[src/design/utx_pkg.sv]
// Package for the 8E1 serial transmitter: shared types and fixed constants.
// No dependencies; every other file of the block refers to it by scoped names.
`default_nettype none

package utx_pkg;

  // Width of the bit period register and configuration data word, and of a data byte.
  localparam int unsigned PeriodW = 16;
  localparam int unsigned DataW   = 8;
  // Eight data bits, parity and one stop bit; further stop bits are shifted in as ones.
  localparam int unsigned ShiftW  = DataW + 2;

  localparam logic [PeriodW-1:0] PeriodReset = 16'd138;

  // Queues between the parts of the block.
  localparam int unsigned QDepth = 2;
  localparam int unsigned QPtrW  = 1;
  localparam int unsigned QCntW  = 2;

  localparam int unsigned CfgIndexW = 1;

  typedef enum logic [CfgIndexW-1:0] {
    CfgBitPeriod    = 1'b0,
    CfgLinkAttached = 1'b1
  } cfg_reg_e;

  typedef struct packed {
    logic [PeriodW-1:0] bit_period;
    logic               link_attached;
  } cfg_t;

  // One tick as classified by the front end.
  typedef struct packed {
    logic             req;
    logic             parity;
    logic [DataW-1:0] data;
  } item_t;

  // One result of a tick.
  typedef struct packed {
    logic line;
    logic busy;
    logic accepted;
  } result_t;

endpackage

`default_nettype wire

[src/design/utx_front.sv]
// Front end of the 8E1 transmitter: input queue that takes ticks and computes parity.
// Depends on utx_pkg for the item type and queue sizes.
`default_nettype none

module utx_front (
  input  logic                      clk_i,
  input  logic                      rst_ni,
  input  logic                      push,
  output logic                      full,
  input  logic                      send_request_i,
  input  logic [utx_pkg::DataW-1:0] send_byte_i,
  output logic                      item_valid_o,
  output utx_pkg::item_t            item_o,
  input  logic                      item_ready_i
);

  utx_pkg::item_t                 mem_q [utx_pkg::QDepth];
  logic [utx_pkg::QPtrW-1:0]      wr_ptr_q, wr_ptr_d;
  logic [utx_pkg::QPtrW-1:0]      rd_ptr_q, rd_ptr_d;
  logic [utx_pkg::QCntW-1:0]      count_q, count_d;
  logic                           do_push, do_pop;
  utx_pkg::item_t                 new_item;

  assign full         = (count_q == utx_pkg::QCntW'(utx_pkg::QDepth));
  assign item_valid_o = (count_q != '0);
  assign item_o       = mem_q[rd_ptr_q];
  assign do_push      = push && !full;
  assign do_pop       = item_valid_o && item_ready_i;

  // Parity is worked out once here so the back end only shifts.
  always_comb begin
    new_item.req    = send_request_i;
    new_item.data   = send_byte_i;
    new_item.parity = ^send_byte_i;
  end

  always_comb begin
    wr_ptr_d = do_push ? wr_ptr_q + 1'b1 : wr_ptr_q;
    rd_ptr_d = do_pop ? rd_ptr_q + 1'b1 : rd_ptr_q;
    count_d  = count_q;
    if (do_push && !do_pop) begin
      count_d = count_q + 1'b1;
    end else if (do_pop && !do_push) begin
      count_d = count_q - 1'b1;
    end
  end

  always_ff @(posedge clk_i) begin
    if (do_push) begin
      mem_q[wr_ptr_q] <= new_item;
    end
  end

  always_ff @(posedge clk_i or negedge rst_ni) begin
    if (!rst_ni) begin
      wr_ptr_q <= '0;
      rd_ptr_q <= '0;
      count_q  <= '0;
    end else begin
      wr_ptr_q <= wr_ptr_d;
      rd_ptr_q <= rd_ptr_d;
      count_q  <= count_d;
    end
  end

endmodule

`default_nettype wire

[src/design/utx_engine.sv]
// Back end of the 8E1 transmitter: bit timer, frame shifter and line register.
// Depends on utx_pkg for the configuration, item and result types.
`default_nettype none

module utx_engine #(
  parameter int unsigned FRAME_BITS = 11,
  parameter int unsigned TICK_WIDTH = 16
) (
  input  logic             clk_i,
  input  logic             rst_ni,
  input  utx_pkg::cfg_t    cfg_i,
  input  logic             item_valid_i,
  input  utx_pkg::item_t   item_i,
  output logic             item_ready_o,
  output logic             res_valid_o,
  output utx_pkg::result_t res_o,
  input  logic             res_ready_i
);

  localparam int unsigned BitsW = $clog2(FRAME_BITS + 1);
  localparam int unsigned WideW = TICK_WIDTH + utx_pkg::PeriodW;

  logic [utx_pkg::ShiftW-1:0]  shift_q, shift_d;
  logic [BitsW-1:0]            bits_q, bits_d;
  logic [TICK_WIDTH-1:0]       tick_q, tick_d;
  logic                        line_q, line_d;

  logic                        fire, busy;
  logic [BitsW-1:0]            bits_dec;
  logic [utx_pkg::PeriodW-1:0] period_m1;
  logic [WideW-1:0]            period_wide;
  logic [TICK_WIDTH-1:0]       reload;

  assign item_ready_o = res_ready_i;
  assign res_valid_o  = item_valid_i;
  assign fire         = item_valid_i && res_ready_i;
  assign busy         = (bits_q != '0);
  assign bits_dec     = bits_q - 1'b1;

  // A period of zero behaves as one; a reload too large for the timer saturates.
  assign period_m1   = (cfg_i.bit_period == '0) ? '0 : cfg_i.bit_period - 1'b1;
  assign period_wide = WideW'(period_m1);
  assign reload      = (|(period_wide >> TICK_WIDTH)) ? '1 : period_wide[TICK_WIDTH-1:0];

  // The result shows the state before this tick's update.
  always_comb begin
    res_o.line     = line_q;
    res_o.busy     = busy;
    res_o.accepted = !busy && item_i.req;
  end

  always_comb begin
    shift_d = shift_q;
    bits_d  = bits_q;
    tick_d  = tick_q;
    line_d  = line_q;
    if (fire) begin
      if (busy) begin
        if (tick_q != '0) begin
          tick_d = tick_q - 1'b1;
        end else begin
          bits_d = bits_dec;
          if (bits_dec != '0) begin
            line_d  = shift_q[0];
            shift_d = {1'b1, shift_q[utx_pkg::ShiftW-1:1]};
            tick_d  = reload;
          end else begin
            line_d = 1'b1;
          end
        end
      end else if (item_i.req && cfg_i.link_attached) begin
        // The start bit goes out at once; the rest of the frame waits in the shifter.
        line_d  = 1'b0;
        shift_d = {1'b1, item_i.parity, item_i.data};
        bits_d  = BitsW'(FRAME_BITS);
        tick_d  = reload;
      end
    end
  end

  always_ff @(posedge clk_i) begin
    shift_q <= shift_d;
  end

  always_ff @(posedge clk_i or negedge rst_ni) begin
    if (!rst_ni) begin
      bits_q <= '0;
      tick_q <= '0;
      line_q <= 1'b1;
    end else begin
      bits_q <= bits_d;
      tick_q <= tick_d;
      line_q <= line_d;
    end
  end

  a_bits_range: assert property (@(posedge clk_i) disable iff (!rst_ni)
    bits_q <= BitsW'(FRAME_BITS))
    else $error("frame bit counter beyond frame length");

  a_idle_mark: assert property (@(posedge clk_i) disable iff (!rst_ni)
    !busy |-> line_q)
    else $error("line not at mark while idle");

  a_frame_start: assert property (@(posedge clk_i) disable iff (!rst_ni)
    fire && !busy && item_i.req && cfg_i.link_attached
    |=> (bits_q == BitsW'(FRAME_BITS)) && !line_q)
    else $error("accepted byte did not start a frame");

  a_bit_hold: assert property (@(posedge clk_i) disable iff (!rst_ni)
    fire && busy && (tick_q != '0) |=> $stable(bits_q) && $stable(line_q))
    else $error("line changed inside a bit period");

endmodule

`default_nettype wire

[src/design/utx_outq.sv]
// Result queue of the 8E1 transmitter: holds finished results until popped.
// Depends on utx_pkg for the result type and queue sizes.
`default_nettype none

module utx_outq (
  input  logic             clk_i,
  input  logic             rst_ni,
  input  logic             res_valid_i,
  input  utx_pkg::result_t res_i,
  output logic             res_ready_o,
  output logic             empty,
  input  logic             pop,
  output utx_pkg::result_t res_o
);

  utx_pkg::result_t          mem_q [utx_pkg::QDepth];
  logic [utx_pkg::QPtrW-1:0] wr_ptr_q, wr_ptr_d;
  logic [utx_pkg::QPtrW-1:0] rd_ptr_q, rd_ptr_d;
  logic [utx_pkg::QCntW-1:0] count_q, count_d;
  logic                      do_push, do_pop;

  assign res_ready_o = (count_q != utx_pkg::QCntW'(utx_pkg::QDepth));
  assign empty       = (count_q == '0);
  assign res_o       = mem_q[rd_ptr_q];
  assign do_push     = res_valid_i && res_ready_o;
  assign do_pop      = pop && !empty;

  always_comb begin
    wr_ptr_d = do_push ? wr_ptr_q + 1'b1 : wr_ptr_q;
    rd_ptr_d = do_pop ? rd_ptr_q + 1'b1 : rd_ptr_q;
    count_d  = count_q;
    if (do_push && !do_pop) begin
      count_d = count_q + 1'b1;
    end else if (do_pop && !do_push) begin
      count_d = count_q - 1'b1;
    end
  end

  always_ff @(posedge clk_i) begin
    if (do_push) begin
      mem_q[wr_ptr_q] <= res_i;
    end
  end

  always_ff @(posedge clk_i or negedge rst_ni) begin
    if (!rst_ni) begin
      wr_ptr_q <= '0;
      rd_ptr_q <= '0;
      count_q  <= '0;
    end else begin
      wr_ptr_q <= wr_ptr_d;
      rd_ptr_q <= rd_ptr_d;
      count_q  <= count_d;
    end
  end

endmodule

`default_nettype wire

[src/design/uart_tx_even_parity_top.sv]
// Top level of the 8E1 serial transmitter: configuration registers and the
// front queue, transmit engine and result queue. Depends on utx_pkg and the utx_* modules.
`default_nettype none

// Each pushed item is one tick of the bit timer, optionally offering a byte. The block
// takes one item per clock cycle while full is low and returns exactly one result per
// item, in order: the line level and busy flag as they stood before that tick, and
// whether the byte was offered to an idle engine; it is only taken if the link is attached.
// An item is registered in the input queue, passes the transmit engine, whose result is
// combinational, and is registered in the result queue, from which it can be popped;
// with pop held high the sustained rate is one item per cycle, set by the engine's
// update of timer, shifter and line register as each item passes. Frames are a low start
// bit, eight data bits LSB first, even parity and FRAME_BITS-10 high stop bits, each bit
// lasting bit_period ticks. Write configuration only while no results are outstanding.
module uart_tx_even_parity_top #(
  parameter int unsigned FRAME_BITS = 11,
  parameter int unsigned TICK_WIDTH = 16
) (
  input  logic                          clk_i,
  input  logic                          rst_ni,
  input  logic                          push,
  output logic                          full,
  input  logic                          send_request_i,
  input  logic [utx_pkg::DataW-1:0]     send_byte_i,
  output logic                          empty,
  input  logic                          pop,
  output logic                          line_level_o,
  output logic                          busy_res_o,
  output logic                          accepted_o,
  input  logic                          cfg_valid_i,
  output logic                          cfg_ready_o,
  input  logic [utx_pkg::CfgIndexW-1:0] cfg_index_i,
  input  logic [utx_pkg::PeriodW-1:0]   cfg_data_i
);

  utx_pkg::cfg_t    cfg_q, cfg_d;
  utx_pkg::item_t   item;
  utx_pkg::result_t eng_res, out_res;
  logic             item_valid, item_ready;
  logic             res_valid, res_ready;
  logic             cfg_write;

  assign cfg_ready_o = 1'b1;
  assign cfg_write   = cfg_valid_i && cfg_ready_o;

  always_comb begin
    cfg_d = cfg_q;
    if (cfg_write) begin
      unique case (utx_pkg::cfg_reg_e'(cfg_index_i))
        utx_pkg::CfgBitPeriod:    cfg_d.bit_period    = cfg_data_i;
        utx_pkg::CfgLinkAttached: cfg_d.link_attached = cfg_data_i[0];
        default:                  cfg_d = cfg_q;
      endcase
    end
  end

  always_ff @(posedge clk_i or negedge rst_ni) begin
    if (!rst_ni) begin
      cfg_q.bit_period    <= utx_pkg::PeriodReset;
      cfg_q.link_attached <= 1'b0;
    end else begin
      cfg_q <= cfg_d;
    end
  end

  utx_front u_front (
    .clk_i          (clk_i),
    .rst_ni         (rst_ni),
    .push           (push),
    .full           (full),
    .send_request_i (send_request_i),
    .send_byte_i    (send_byte_i),
    .item_valid_o   (item_valid),
    .item_o         (item),
    .item_ready_i   (item_ready)
  );

  utx_engine #(
    .FRAME_BITS (FRAME_BITS),
    .TICK_WIDTH (TICK_WIDTH)
  ) u_engine (
    .clk_i        (clk_i),
    .rst_ni       (rst_ni),
    .cfg_i        (cfg_q),
    .item_valid_i (item_valid),
    .item_i       (item),
    .item_ready_o (item_ready),
    .res_valid_o  (res_valid),
    .res_o        (eng_res),
    .res_ready_i  (res_ready)
  );

  utx_outq u_outq (
    .clk_i       (clk_i),
    .rst_ni      (rst_ni),
    .res_valid_i (res_valid),
    .res_i       (eng_res),
    .res_ready_o (res_ready),
    .empty       (empty),
    .pop         (pop),
    .res_o       (out_res)
  );

  assign line_level_o = out_res.line;
  assign busy_res_o   = out_res.busy;
  assign accepted_o   = out_res.accepted;

endmodule

`default_nettype wire
[config.mk]
export PLATFORM = sky130hd
export DESIGN_NAME = uart_tx_even_parity_top
export DESIGN_NICKNAME = d
export VERILOG_FILES = /design/src/design/utx_pkg.sv /design/src/design/utx_front.sv /design/src/design/utx_engine.sv /design/src/design/utx_outq.sv /design/src/design/uart_tx_even_parity_top.sv
export SDC_FILE = /design/constraint.sdc
export NUM_CORES = 1
export LEC_CHECK = 0
export BUFFER_PORTS_ARGS = -buffer_cell sky130_fd_sc_hd__buf_2
export CAP_MARGIN = 20
export CORE_MARGIN = 2
export CORE_UTILIZATION = 60
export CTS_BUF_LIST = sky130_fd_sc_hd__clkbuf_8
export DETAILED_ROUTE_END_ITERATION = 10
export PLACE_DENSITY = 0.8
export SLEW_MARGIN = 20
export SYNTH_ARGS = -nofsm -noshare
export SYNTH_HDL_FRONTEND = slang
export SYNTH_SLANG_ARGS = --single-unit
[constraint.sdc]
create_clock -name clk_i -period 4 [get_ports clk_i]
set_input_delay 0.8 -clock clk_i [delete_from_list [all_inputs] [get_ports clk_i]]
set_output_delay 0.8 -clock clk_i [all_outputs]
set_load 0.005 [all_outputs]
==> summary.txt, run 1 <==
Drt
  – Via density: approximately 5.8
  – Drc violations: 1
  – Drt first pass iters: 7
  – Starting DRC count in detailed routing: 215
  – ANT nets after route: 0
  – Routed wire length: 7340 µm
  – Via Count: roughly 2,700
  – Routed WL per cell: 15.4 µm

Yosys
  – Top cell type's share of synthesized area: between 20% and 30%
  – Ys async rst share: 56.8%
  – Multiplexer area fraction after synthesis: just over 8%
  – Post-synthesis sequential area ratio: about 55%
  – XOR/XNOR Fraction of Synth Area: under 10%
  – Largest family of logic cells by synthesized area: simple AND/OR/NAND/NOR gates
  – Syn nets: approximately 400
  – Synth Area in Adders: ~2.2%
  – Post-synth top area cell: dfrtp_1
  – Mapped Cells: 360
  – Post-Synth Simple-Gate Area: between 10 and 15%
  – Yosys reg bits: just over 80
  – Synthesized area: between 0.004 and 0.005 mm²
  – Mean area per synthesized cell: 11.2 µm²
  – Synth warnings: 0
  – Compound-gate portion of the synthesized area: 11.5%
  – Netlist cell types: 58
  – Post-synth EDFFs: 35
  – Synth area leaders: dfrtp_1, edfxtp_1, mux2_2
  – Dominant synthesized flop cell: dfrtp_1

Setup path
  – Crit path buf inv count: 2
  – Crit path kind: reg2reg
  – Max incr delay on CP: 610 ps
  – Crit path launch type: flip-flop
  – Worst path top cell family by delay: simple AND/OR/NAND/NOR gates
  – Critical-path maximum fanout: 23
  – Critical path arrival: between 3000 and 4000 ps
  – Most used cell, CP: nor2b_1
  – Setup crit end kind: flip-flop
  – CP max-delay cell: nor2_1
  – CP cell instances: inv_1, ha_1, nor2b_1, nor2b_1, inv_2, nand2_1, nand2b_1, nor2_1
  – CP Data Required Time: approximately 4000 ps

Timing
  – Unrepaired setup endpoints after global routing: no
  – Part of the cycle the worst path needs: 78.2%
  – Skew final: roughly 11 ps
  – Slew @ Worst Pin: between 700 and 800 ps
  – Fin. max-slew vios: 0
  – Final Hold Viols: 0
  – Final setup viols: 0
  – Min Tclk post-route: around 3100 ps
  – Setup WS post-layout: 872 ps
  – Relative slew margins: 46.6%
  – Setup TNS: 0 ps
  – Fmax: about 0.32 GHz

Placed design
  – GP Congestion: slightly below 0.9
  – Hpwl dp: ~5200 µm
  – IO buf count: 35
  – Setup Slack @ Placement: just under 900 ps
  – Placed Area: 0.00424 mm²

Finish
  – # fillers: approximately 480
  – Final nets: around 430
  – Area growth syn-to-layout: 10.9%
  – Area of the multi-input gates: around 0.0017 mm²
  – Most common cell after layout, fill and taps aside: dfrtp_1
  – Share of cells above drive strength 1: a little over a fifth
  – Post-Route Utilization: a little over two thirds
  – Fin area: between 0.004 and 0.005 mm²
  – Commonest non-fill, non-tap cells in the layout: dfrtp_1, edfxtp_1, buf_2
  – Diode count: 0
  – Register area: 0.00221 mm²

Die
  – I/O pin count: 37
  – Die Area: approximately 0.0074 mm²
  – Die Ht: roughly 86 µm
  – DIE WIDTH: around 86 µm
  – Initial Util: 62.7%
  – Rows: 29
  – Core area: about 0.0064 mm²

Clock tree
  – CTS H-tree depth: 3
  – Post_cts resized: 0
  – TritonCTS clock tree: done
  – Worst-Skew Late Latency: 360 ps
  – Post-CTS Setup Bufs: 0
  – Clk slew on worst S/H paths: around 90 ps
  – CTS Buffer Depth: 2
  – Clock sink count: between 80 and 90
  – Root Driver: clkbuf_8
  – CTS Hold Bufs: 0
  – TritonCTS Buffers: 9

Global routing
  – Total grt overflow: 0
  – First-pass GRT wire length: about 13,000 µm
  – Largest net degree at the start of global routing: 47
  – Vias in the first global route: about 2,800
  – Initial antenna violation count: 0
  – Total track usage: between 20 and 25%

Power
  – Switching pwr: approximately 0.0012 W
  – Maximum vdd drop: ~0.58 mV
  – Clock share of power: between 20% and 30%
  – Leak: about 1.8 nW
  – Power Internal: between 0.002 and 0.0025 W
  – Switching power share of the total: 36.9%
  – Tot Pwr: 0.00317 W
  – Sequential Power Share: about 45%
  – Pwr dens: ~710 mW/mm²
  – Combinational share of power: about a third

Status
  – Status: complete, but fails checks
  – Failing checks: design-rule violations

Worst hold path
  – Worst Hold Class: in2async

Job
  – Total of max-cap violations: 0
[area by class of cell]
| type | instances | area share, % |
|---|---|---|
| Sequential cell | 81 | 49.4 |
| Multi-Input combinational cell | 250 | 37.9 |
| Timing Repair Buffer | 36 | 4.15 |
| Clock buffer | 9 | 2.77 |
| Clock inverter | 7 | 2.24 |
| Tap cell | 77 | 2.16 |
| Inverter | 16 | 1.35 |
[state kept, by name (all words and copies together), names as in the netlist]
| register | count |
|---|---|
| cfg_q | 17 |
| u_engine.bits_q | 4 |
| u_front.wr_ptr_q | 1 |
| u_engine.shift_q | 9 |
| u_front.mem_q | 20 |
| u_front.rd_ptr_q | 1 |
| u_outq.rd_ptr_q | 1 |
| u_engine.tick_q | 16 |
| u_outq.mem_q | 6 |
| u_outq.wr_ptr_q | 1 |
| u_front.count_q | 2 |
| u_engine.line_q | 1 |
| u_outq.count_q | 2 |
[routing by layer]
layer  GRT usage, %  routed length (µm)  vias to the layer above
met2           40.2                3920                       50
li1               -                   -                     1363
met1           25.5                3000                     1322
met3           5.68                 275                       14
met4           7.94                 144                        0
met5              0                   0                        -
[worst register-to-register path: cells and delay by family, from the launching register on]
kind	cells	cell delay [ps]
and+or+nand+nor	5	1860
adders and majority gates	1	210
DFF	1	400
buffers and inverters	2	290
[per-stage QoR]
stage | hold slack, ps | cells
after floorplan | 460 | 360
after global placement | 474 | 460
after detailed placement | 492 | 460
after CTS | 504 | 476
after global routing | 477 | 476
final | 441 | 476
[path summary, 6_finish.rpt]
check | start | to | slack, ps | cells past startpoint
worst max-delay path | u_engine.bits_q[0] | u_engine.shift_q[7] | 870 | 8
worst min-delay path | rst_ni | cfg_q[3] | 440 | 1
worst max register to register | u_engine.bits_q[0] | u_engine.shift_q[7] | 870 | 8
worst min register to register | u_front.count_q[1] | u_front.count_q[1] | 500 | 1
max in group asynchronous | rst_ni | u_engine.tick_q[6] | 3160 | 1
min in group clk_i | u_front.count_q[1] | u_front.count_q[1] | 500 | 1
[cell usage after synthesis, types with 2 or more instances]
master,count
dfrtp_1,42
edfxtp_1,35
nand2_1,31
o21ai_0,30
nor2_1,27
mux2_2,21
a21oi_1,19
xnor2_1,19
inv_1,15
mux2i_1,9
nor3_1,9
xor2_1,8
ha_1,7
clkbuf_1,6
nor2b_1,6
o21ai_1,6
a211oi_1,4
a32oi_1,4
buf_2,4
dfstp_2,4
a22oi_1,3
and2_1,3
nand3_1,3
or3_1,3
or4_1,3
nand2b_1,2
nand4_1,2
nor3b_1,2
nor4_1,2
nor4_4,2
or2_1,2
[logic make-up (layout without fill, tap and decap cells)]
family / after synthesis / in the layout
mux: 30 / 30
compound gates: 78 / 78
simple gates: 107 / 107
xor+xnor: 27 / 27
fa+ha+maj: 7 / 7
other cells: 1 / 1
flops: 81 / 81
buf+inv: 29 / 68
[power by group through the flow]
stage | Sequential [W] | Combinational [W] | Clock, W
3_5_place_dp | 0.00144 | 0.00108 | 0
2_1_floorplan | 0.00136 | 0.000885 | 0
4_1_cts | 0.00143 | 0.00108 | 0.000681
6_report | 0.00143 | 0.00108 | 0.000667
5_1_grt | 0.00146 | 0.00123 | 0.000709
3_3_place_gp | 0.00142 | 0.00103 | 0
Note: power is estimated with default switching activity, not from simulation.
==> inputs of run 2 (changes only) <==
Settings changed: CORE_UTILIZATION 60 to 56, PLACE_DENSITY 0.8 to 0.79.
Clock period 4 ns to 2.75 ns, I/O delays scaled along.
==> summary.txt, run 2 (synthesized netlist as in run 1, its figures left out) <==
Status
  – Status: completed

Timing
  – Final setup viols: 0 (unchanged)
  – Setup WS post-layout: 417 ps (-455 ps)
  – Unrepaired setup endpoints after global routing: no
  – Min Tclk post-route: 2330 ps (-795 ps)
  – Final Hold Viols: 0 (unchanged)
  – Fin. max-slew vios: 0 (unchanged)
  – Skew final: 9.50 ps (-1.36 ps)
  – Relative slew margins: 41.5% (-5.1 points)
  – Slew @ Worst Pin: 875 ps (+76.9 ps)
  – Part of the cycle the worst path needs: 84.8% (+6.6 points)
  – Fmax: 0.429 GHz (+34%)
  – Setup TNS: 0 ps (unchanged)

Die
  – Die Ht: 88.8 µm (+3.3%)
  – DIE WIDTH: 88.8 µm (+3.3%)
  – Core area: 0.00687 mm² (+7.0%)
  – Initial Util: 58.6% (-4.1 points)
  – Rows: 30 (+3.4%)
  – Die Area: 0.00788 mm² (+6.8%)
  – I/O pin count: 37 (unchanged)

Clock tree
  – Clock sink count: 81 (unchanged)
  – Clk slew on worst S/H paths: 90 ps (about the same)
  – TritonCTS Buffers: 9 (unchanged)
  – CTS H-tree depth: 3 (unchanged)
  – TritonCTS clock tree: done
  – Post-CTS Setup Bufs: 0 (unchanged)
  – CTS Hold Bufs: 0 (unchanged)
  – Worst-Skew Late Latency: 360 ps (about the same)
  – Root Driver: clkbuf_8
  – Post_cts resized: 0 (unchanged)
  – CTS Buffer Depth: 2 (unchanged)

Finish
  – Commonest non-fill, non-tap cells in the layout: dfrtp_1, buf_2, edfxtp_1
  – Most common cell after layout, fill and taps aside: dfrtp_1
  – Diode count: 0 (unchanged)
  – # fillers: 523 (+9.2%)
  – Largest regs: u_front.mem_q: 20 flops, cfg_q: 17 flops, u_engine.tick_q: 16 flops
  – Max FFs per register: 20 (unchanged)
  – Register area: 0.00221 mm² (unchanged)
  – Area of the multi-input gates: 0.00169 mm² (unchanged)
  – Area growth syn-to-layout: 12.6%
  – Share of cells above drive strength 1: 23.0% (+1.2 points)
  – Final nets: 438 (+1.4%)
  – Largest Register: u_front.mem_q

Setup path
  – Crit path launch type: flip-flop
  – Critical path arrival: 2620 ps (-500 ps)
  – Setup crit end kind: flip-flop
  – Critical-path maximum fanout: 15 (-35%)
  – Crit path kind: reg2reg
  – CP Data Required Time: 3040 ps (-950 ps)

Global routing
  – Total track usage: 22.7% (+0.38 points)
  – Largest net degree at the start of global routing: 30 (-36%)
  – Initial antenna violation count: 0 (unchanged)
  – Total grt overflow: 0 (unchanged)
  – Vias in the first global route: 2,792 (+0.54%)
  – First-pass GRT wire length: 13,500 µm (+6.3%)

Placed design
  – GP Congestion: 0.861 (-3.3%)
  – Setup Slack @ Placement: 459 ps (-425 ps)
  – IO buf count: 35 (unchanged)
  – Hpwl dp: 5670 µm (+9.6%)

Power
  – Maximum vdd drop: 0.549 mV (-4.6%)
  – Sequential Power Share: 43.6% (-1.4 points)
  – Power Internal: 0.00296 W (+48%)
  – Pwr dens: 1040 mW/mm² (+46%)
  – Clock share of power: 20.9% (about the same)
  – Switching pwr: 0.00176 W (+50%)
  – Combinational share of power: 35.5% (+1.5 points)
  – Leak: 1.83 nW (+1.8%)
  – Switching power share of the total: 37.3% (+0.40 points)

Worst hold path
  – Worst Hold Class: in2async

Drt
  – Drt first pass iters: 5 (-2)
  – Routed WL per cell: 15.8 µm (+2.7%)
  – Via density: 5.66 (-2.0%)
  – Via Count: 2,836 (+3.2%)
  – Drc violations: 0 (-1)
  – ANT nets after route: 0 (unchanged)
  – Starting DRC count in detailed routing: 282 (+31%)
  – Routed wire length: 7930 µm (+8.0%)

Job
  – Total of max-cap violations: 0 (unchanged)
-- run 2: area by class of cell --
type | instances | share of cell area [%]
flip-flops and latches | 81 | 48.7
multi-input cells | 250 | 37.3
repair buffers | 42 | 5.02
clock buffers | 9 | 2.73
well taps | 96 | 2.65
clock inverters | 7 | 2.24
inverters | 16 | 1.33
-- run 2: path summary, 6_finish.rpt --
| kind | slack, ps | cells after the start | to | startpoint |
|---|---|---|---|---|
| setup reg to reg | 420 | 9 | u_engine.tick_q[15] | u_engine.bits_q[0] |
| hold / removal | 120 | 1 | u_engine.tick_q[4] | rst_ni |
| min in group clk_i | 390 | 1 | u_front.mem_q[1][9] | send_request_i |
| hold reg to reg | 500 | 1 | u_outq.wr_ptr_q | u_outq.wr_ptr_q |
| setup / recovery | 420 | 9 | u_engine.tick_q[15] | u_engine.bits_q[0] |
| max in group asynchronous | 1860 | 2 | cfg_q[8] | rst_ni |
-- run 2: power groups by stage --
| stage | Combinational [W] | Sequential [W] | Clock (W) |
|---|---|---|---|
| after CTS | 0.00168 | 0.00205 | 0.000993 |
| after global placement | 0.00160 | 0.00204 | 0 |
| after global routing | 0.00189 | 0.00210 | 0.00105 |
| after floorplan | 0.00129 | 0.00198 | 0 |
| after detailed placement | 0.00166 | 0.00207 | 0 |
| final | 0.00168 | 0.00205 | 0.000986 |
-- run 2: routing by layer --
metal,track usage [%],vias up,routed length (µm)
li1,-,1377,-
met3,4.66,7,380
met1,32.7,1360,3720
met4,5.51,0,71
met5,0,-,0
met2,35.6,92,3770
-- run 2: worst max-delay path, cell delays in order (launching register included) --
cell	delay [ps]
dfrtp_1	400
inv_1	110
ha_1	210
nor2b_1	190
nor2b_1	260
inv_2	80
and2_1	310
nor2_2	410
a22oi_1	150
o21ai_1	130
-- run 2: through the flow --
stage | utilization (%) | cells | cell area (µm²) | hold WS, ps | power, W
6_report | 66.0 | 501 | 4530 | 116 | 0.00472
5_1_grt | 66.0 | 501 | 4530 | 143 | 0.00504
4_1_cts | 66.0 | 501 | 4530 | 119 | 0.00472
2_1_floorplan | - | 360 | 4020 | 254 | 0.00327
3_3_place_gp | 62.7 | 485 | 4310 | 475 | 0.00365
3_5_place_dp | 62.7 | 485 | 4310 | 489 | 0.00373
